==> config.mk <==
export PLATFORM = sky130hd
export DESIGN_NAME = ratb_ctrl
export DESIGN_NICKNAME = d
export VERILOG_FILES = /design/src/rtl/region_bump_allocator_table_top_assert.svh /design/src/rtl/ratb_pkg.sv /design/src/rtl/ratb_ctrl.sv
export SDC_FILE = /design/constraint.sdc
export NUM_CORES = 1
export LEC_CHECK = 0
export BUFFER_PORTS_ARGS = -buffer_cell sky130_fd_sc_hd__buf_4
export CAP_MARGIN = 20
export CORE_AREA = 2 2 39 41
export DETAILED_ROUTE_END_ITERATION = 16
export DIE_AREA = 0 0 41 43
export PLACE_DENSITY = 0.72
export SYNTH_ARGS = -nofsm -noshare
export SYNTH_HDL_FRONTEND = slang
export SYNTH_SLANG_ARGS = --single-unit
export TNS_END_PERCENT = 50
==> constraint.sdc <==
create_clock -name clk -period 4.5 [get_ports clk]
set_input_delay 0.45 -clock clk [delete_from_list [all_inputs] [get_ports clk]]
set_output_delay 0.45 -clock clk [all_outputs]
set_load 0.02 [all_outputs]
==> src/rtl/region_bump_allocator_table_top_assert.svh <==
// assertion macros used by the allocator datapath
`ifndef REGION_BUMP_ALLOCATOR_TABLE_TOP_ASSERT_SVH
`define REGION_BUMP_ALLOCATOR_TABLE_TOP_ASSERT_SVH

// same-cycle implication, sampled on clk, off while arst_n is low
`define RATB_ASSERT_NOW(lbl, ante, cons) \
	lbl: assert property (@(posedge clk) disable iff (!arst_n) (ante) |-> (cons)) \
		else $error("allocator check failed");

// next-cycle implication
`define RATB_ASSERT_NEXT(lbl, ante, cons) \
	lbl: assert property (@(posedge clk) disable iff (!arst_n) (ante) |=> (cons)) \
		else $error("allocator check failed");

`endif

==> src/rtl/ratb_pkg.sv <==
// shared types, codes and constants of the region allocator
package ratb_pkg;

	localparam int WIDE_W = 64;

	localparam logic [63:0] SPACE_MIN_RST = 64'h7100_0000_0000_0000;
	localparam logic [63:0] SPACE_LIM_RST = 64'h7200_0000_0000_0000;
	localparam logic [5:0]  MAX_BITS_RST  = 6'd48;

	localparam logic [1:0] CFG_SPACE_MIN = 2'd0;
	localparam logic [1:0] CFG_SPACE_LIM = 2'd1;
	localparam logic [1:0] CFG_MAX_BITS  = 2'd2;

	typedef enum logic [1:0] {
		KIND_CREATE   = 2'd0,
		KIND_CHECK    = 2'd1,
		KIND_CLASSIFY = 2'd2
	} kind_e;

	typedef enum logic [2:0] {
		ST_OK        = 3'd0,
		ST_EXISTS    = 3'd1,
		ST_NO_ROOM   = 3'd2,
		ST_FULL      = 3'd3,
		ST_OUTSIDE   = 3'd4,
		ST_NO_REGION = 3'd5
	} status_e;

	typedef enum logic [1:0] {
		RES_BARE      = 2'd0,
		RES_ENTRY     = 2'd1,
		RES_ENTRY_OFF = 2'd2
	} res_mode_e;

	typedef enum logic [2:0] {
		S_IDLE   = 3'd0,
		S_CHOOSE = 3'd1,
		S_SCAN   = 3'd2,
		S_ALLOC  = 3'd3,
		S_FINISH = 3'd4
	} state_e;

	typedef struct packed {
		logic      capture;
		logic      issue;
		logic      take_hit;
		logic      alloc;
		logic      load_out;
		status_e   status;
		res_mode_e mode;
	} ratb_cmd_t;

	typedef struct packed {
		kind_e kind;
		logic  outside;
		logic  fits;
		logic  full;
		logic  match;
		logic  pending;
		logic  issue_done;
		logic  out_free;
	} ratb_stat_t;

	function automatic logic [WIDE_W-1:0] span_of(input logic [5:0] b);
		return {{(WIDE_W-1){1'b0}}, 1'b1} << b;
	endfunction

endpackage

==> src/rtl/ratb_ctrl.sv <==
// controller state machine: sequences scan, allocation and result hand-off
module ratb_ctrl (
	input  logic                 clk,
	input  logic                 arst_n,
	input  logic                 s_tvalid,
	output logic                 s_tready,
	input  ratb_pkg::ratb_stat_t stat,
	output ratb_pkg::ratb_cmd_t  cmd
);

	ratb_pkg::state_e    state_q, state_d;
	ratb_pkg::status_e   res_status_q, res_status_d;
	ratb_pkg::res_mode_e res_mode_q, res_mode_d;

	always_ff @(posedge clk or negedge arst_n) begin
		if (!arst_n) begin
			state_q      <= ratb_pkg::S_IDLE;
			res_status_q <= ratb_pkg::ST_OK;
			res_mode_q   <= ratb_pkg::RES_BARE;
		end else begin
			state_q      <= state_d;
			res_status_q <= res_status_d;
			res_mode_q   <= res_mode_d;
		end
	end

	always_comb begin
		state_d      = state_q;
		res_status_d = res_status_q;
		res_mode_d   = res_mode_q;
		s_tready     = 1'b0;
		cmd          = '0;
		cmd.status   = res_status_q;
		cmd.mode     = res_mode_q;
		case (state_q)
			ratb_pkg::S_IDLE: begin
				s_tready = 1'b1;
				if (s_tvalid) begin
					cmd.capture = 1'b1;
					state_d     = ratb_pkg::S_CHOOSE;
				end
			end
			ratb_pkg::S_CHOOSE: begin
				res_mode_d = ratb_pkg::RES_BARE;
				state_d    = ratb_pkg::S_FINISH;
				case (stat.kind)
					ratb_pkg::KIND_CREATE: begin
						state_d = ratb_pkg::S_SCAN;
					end
					ratb_pkg::KIND_CHECK: begin
						res_status_d = stat.fits ? ratb_pkg::ST_OK : ratb_pkg::ST_NO_ROOM;
					end
					ratb_pkg::KIND_CLASSIFY: begin
						if (stat.outside) begin
							res_status_d = ratb_pkg::ST_OUTSIDE;
						end else begin
							state_d = ratb_pkg::S_SCAN;
						end
					end
					default: begin
						res_status_d = ratb_pkg::ST_NO_REGION;
					end
				endcase
			end
			ratb_pkg::S_SCAN: begin
				cmd.issue = !stat.match;
				if (stat.match) begin
					cmd.take_hit = 1'b1;
					state_d      = ratb_pkg::S_FINISH;
					if (stat.kind == ratb_pkg::KIND_CREATE) begin
						res_status_d = ratb_pkg::ST_EXISTS;
						res_mode_d   = ratb_pkg::RES_ENTRY;
					end else begin
						res_status_d = ratb_pkg::ST_OK;
						res_mode_d   = ratb_pkg::RES_ENTRY_OFF;
					end
				end else if (stat.issue_done && !stat.pending) begin
					res_mode_d = ratb_pkg::RES_BARE;
					state_d    = ratb_pkg::S_FINISH;
					if (stat.kind != ratb_pkg::KIND_CREATE) begin
						res_status_d = ratb_pkg::ST_NO_REGION;
					end else if (!stat.fits) begin
						res_status_d = ratb_pkg::ST_NO_ROOM;
					end else if (stat.full) begin
						res_status_d = ratb_pkg::ST_FULL;
					end else begin
						state_d = ratb_pkg::S_ALLOC;
					end
				end
			end
			ratb_pkg::S_ALLOC: begin
				cmd.alloc    = 1'b1;
				res_status_d = ratb_pkg::ST_OK;
				res_mode_d   = ratb_pkg::RES_ENTRY;
				state_d      = ratb_pkg::S_FINISH;
			end
			ratb_pkg::S_FINISH: begin
				if (stat.out_free) begin
					cmd.load_out = 1'b1;
					state_d      = ratb_pkg::S_IDLE;
				end
			end
			default: begin
				state_d = ratb_pkg::S_IDLE;
			end
		endcase
	end

endmodule

==> flow_summary_export.csv <==
group,metric,value,unit
clock_network,clk_latency,0.26,ns
sta,setup_slack,2.328,ns
sta,period_minus_slack,2.172,ns
global_routing,track_usage,0.1815,
routing,highest-signal-layer,"met4",
routing,antenna_left,0,
clock_network,cts_buffer_depth,2,
synth,netlist.area_leader.share,0.3306,
worst_setup_path,cp-start-kind,"flop",
pwr,internal-power,0.2119,mW
worst_setup_path,path_max_fanout,15,
final_layout,area_growth,33.26,%
final_layout,layout_common_cells,"buf_4 (22), dfrtp_1 (8)",
sta,hold_viol,0,
floorplan,die_x,41,um
global_routing,grt_pass1_wl,2159,um
sta,finalSetupTns,0,ns
routing,wl_met1,594,um
synth,syn_nets,84,
synth,synthTopCellsByArea,"dfrtp_1 (33%), ha_1 (8.3%), mux2_2 (5.6%)",
sta,slew_headroom,0.5348,
global_routing,grt_pass1_vias,518,
pwr,pwr-share-clk,0.159,
clock_network,post_cts_buffers,0,
routing,drc,0,
routing,routedWlPerCell,12.43,um
routing,dr.pass1.iters,4,
floorplan,row_count,14,
worst_setup_path,rr_endpoint,"res_status_q[1]",
worst_setup_path,critical_path.slowest_cell,"nor4b_1",
pwr,power_density,448.2,mW/mm^2
worst_setup_path,slowest_delay,0.62,ns
synth,yosysUniqueCellTypes,30,
flow_run,maxCapViolations,0,
worst_setup_path,r2r_slack,2.77,ns
synth,ys_seq_area_frac,0.3306,
worst_setup_path,rr_worst_depth,4,
hold_path,min-delay-start,"stat[0]",
clock_network,cts_sinks,8,
synth,yosys.area.top_type,"dfrtp_1",
pwr,share_seq_of_total_power,0.359,
floorplan,dieArea,0.001763,mm^2
placement,dp_slack,2.544,ns
synth,syn_inst,68,
pwr,vdd_drop_max,0.3073,mV
synth,yosysWarnings,0,
clock_network,root_buffer,"clkbuf_4",
clock_network,clk_pin_slew,0.06,ns
worst_setup_path,path_class,"reg2out",
worst_setup_path,crit_chain,"nor4b_1 > buf_4",
final_layout,post-route-util,0.5832,
placement,dp_hpwl,1026,um
hold_path,min_path_cells,2,
placement,place.gp.congestion,0.8068,
routing,num_vias,591,
routing,drt_iter0_drc,10,
global_routing,grt_max_degree,16,
sta,setup_viol,0,
final_layout,diodes,0,
global_routing,grt_overflow,0,
synth,avgSynthCellArea,8.906,um^2
routing,wl_met3,93,um
clock_network,htreeDepth,1,
sta,fmax,460.4,MHz
sta,fin_crit_sh,0.4827,
pwr,pwr-share-comb,0.481,
clock_network,cts_resized,0,
sta,maxSlewViolCount,0,
pwr,power.switching,0.1498,mW
clock_network,holdBufCountCts,1,
sta,finClkSkew,0.0007795,ns
sta,worst_pin_slew,0.6881,ns
worst_setup_path,cp.required,4.05,ns
final_layout,drive_above_1_share,0.3187,
routing,routed-wl-met2,605,um
pwr,switching_share,0.4140,
final_layout,final_common_cell,"buf_4",
floorplan,die_y,43,um
worst_setup_path,reg2reg_from,"state_q[1]",
pwr,leakage,0.3689,nW
worst_setup_path,critPathTopFamily,"simple AND/OR/NAND/NOR gates",
sta,rsz0062_at_grt,"false",
synth,synth-seq-cells,8,
synth,netlist_area,605.6,um^2
outcome,status,"finished clean",
routing,drt_wl_total,1330,um
hold_path,hold_class,"in2reg",
global_routing,antenna_found_initial,0,
worst_setup_path,worstPathArrival,1.72,ns
floorplan,initial_core_util,0.4376,
floorplan,coreArea,0.001384,mm^2
placement,portBuffers,22,
final_layout,fin_nets,109,
worst_setup_path,path_buf_inv,1,
floorplan,io_pins,23,
final_layout,fill_cells,128,
clock_network,cts_tree,"built",
clock_network,cts_made_buffers,3,
hold_path,hold_path_end,"state_q[2]",
worst_setup_path,cp-end-kind,"primary output",
routing,vias_per_cell,5.523,
-- sequential cells by signal, summed over array words and instances, names as in the netlist --
name	flops
res_status_q	3
state_q	3
res_mode_q	2
-- Yosys cell counts --
cell type,count
inv_1,5
o22ai_1,1
nor3_1,5
mux2_2,3
ha_1,4
o31ai_1,1
buf_2,1
o32ai_1,1
nor2b_1,2
and3_1,1
nor4b_1,1
a21oi_1,5
buf_4,1
nor2_1,2
or3b_1,1
a2111o_1,1
dfrtp_1,8
a32oi_1,1
o2bb2ai_1,1
nor3b_1,3
clkbuf_1,1
o21bai_1,1
a211o_1,1
o21a_1,1
nand3_1,1
nand4bb_2,1
nand2_1,4
o21ai_0,3
and2_1,2
nand2b_1,5
-- power by group through the flow --
| stage | sequential [mW] | combinational, mW | clock [mW] |
|---|---|---|---|
| after CTS | 0.130 | 0.175 | 0.0584 |
| after floorplan | 0.130 | 0.110 | 0 |
| after detailed placement | 0.131 | 0.174 | 0 |
| after global routing | 0.137 | 0.189 | 0.0614 |
| after global placement | 0.131 | 0.173 | 0 |
| final | 0.130 | 0.174 | 0.0576 |
-- final cells by class --
cell class                 instances  area (um^2)  area share
timing repair buffer              23        175.2      0.2171
multi-input combinational         52        370.4      0.4589
clock buffer                       3        22.52     0.02791
sequential                         8        200.2      0.2481
inverter                           5        18.77     0.02326
tap                               16        20.02     0.02481
-- worst max path at each step --
stage                           from  cells after the start  slack, ns               to
after floorplan           state_q[0]                      3       2.58           cmd[9]
final                     state_q[1]                      2       2.33           cmd[8]
after global placement       stat[7]                      7       2.56  res_status_q[1]
after detailed placement     stat[7]                      7       2.54  res_status_q[1]
after CTS                 state_q[0]                      2       2.39           cmd[8]
after global routing      state_q[1]                      2       2.25           cmd[8]
-- logic make-up (layout without fill, tap and decap cells) --
group,count (synthesis),in the layout,share of synthesized area
mux,3,3,0.05578
compound gates,17,17,0.1901
buf+inv,8,31,0.05785
fa+ha+maj,4,4,0.08265
simple gates,28,28,0.2831
flops,8,8,0.3306
-- metal layers --
layer / vias to the layer above / GRT usage
li1: 294 / -
met1: 265 / 0.2476
met2: 27 / 0.2500
met3: 5 / 0.04712
met4: 0 / 0.1000
met5: - / 0
-- metrics by stage --
step	cells	hold slack [ns]	cell area [um^2]	total power, mW
detailed placement	103	0.2757	774.5	0.3047
global route	107	0.3819	807.0	0.3872
CTS	107	0.3679	807.0	0.3635
global placement	103	0.2744	774.5	0.3037
floorplan	68	0.1544	605.6	0.2402
finish	107	0.3661	807.0	0.3617
Power figures use the tool's default switching activity.
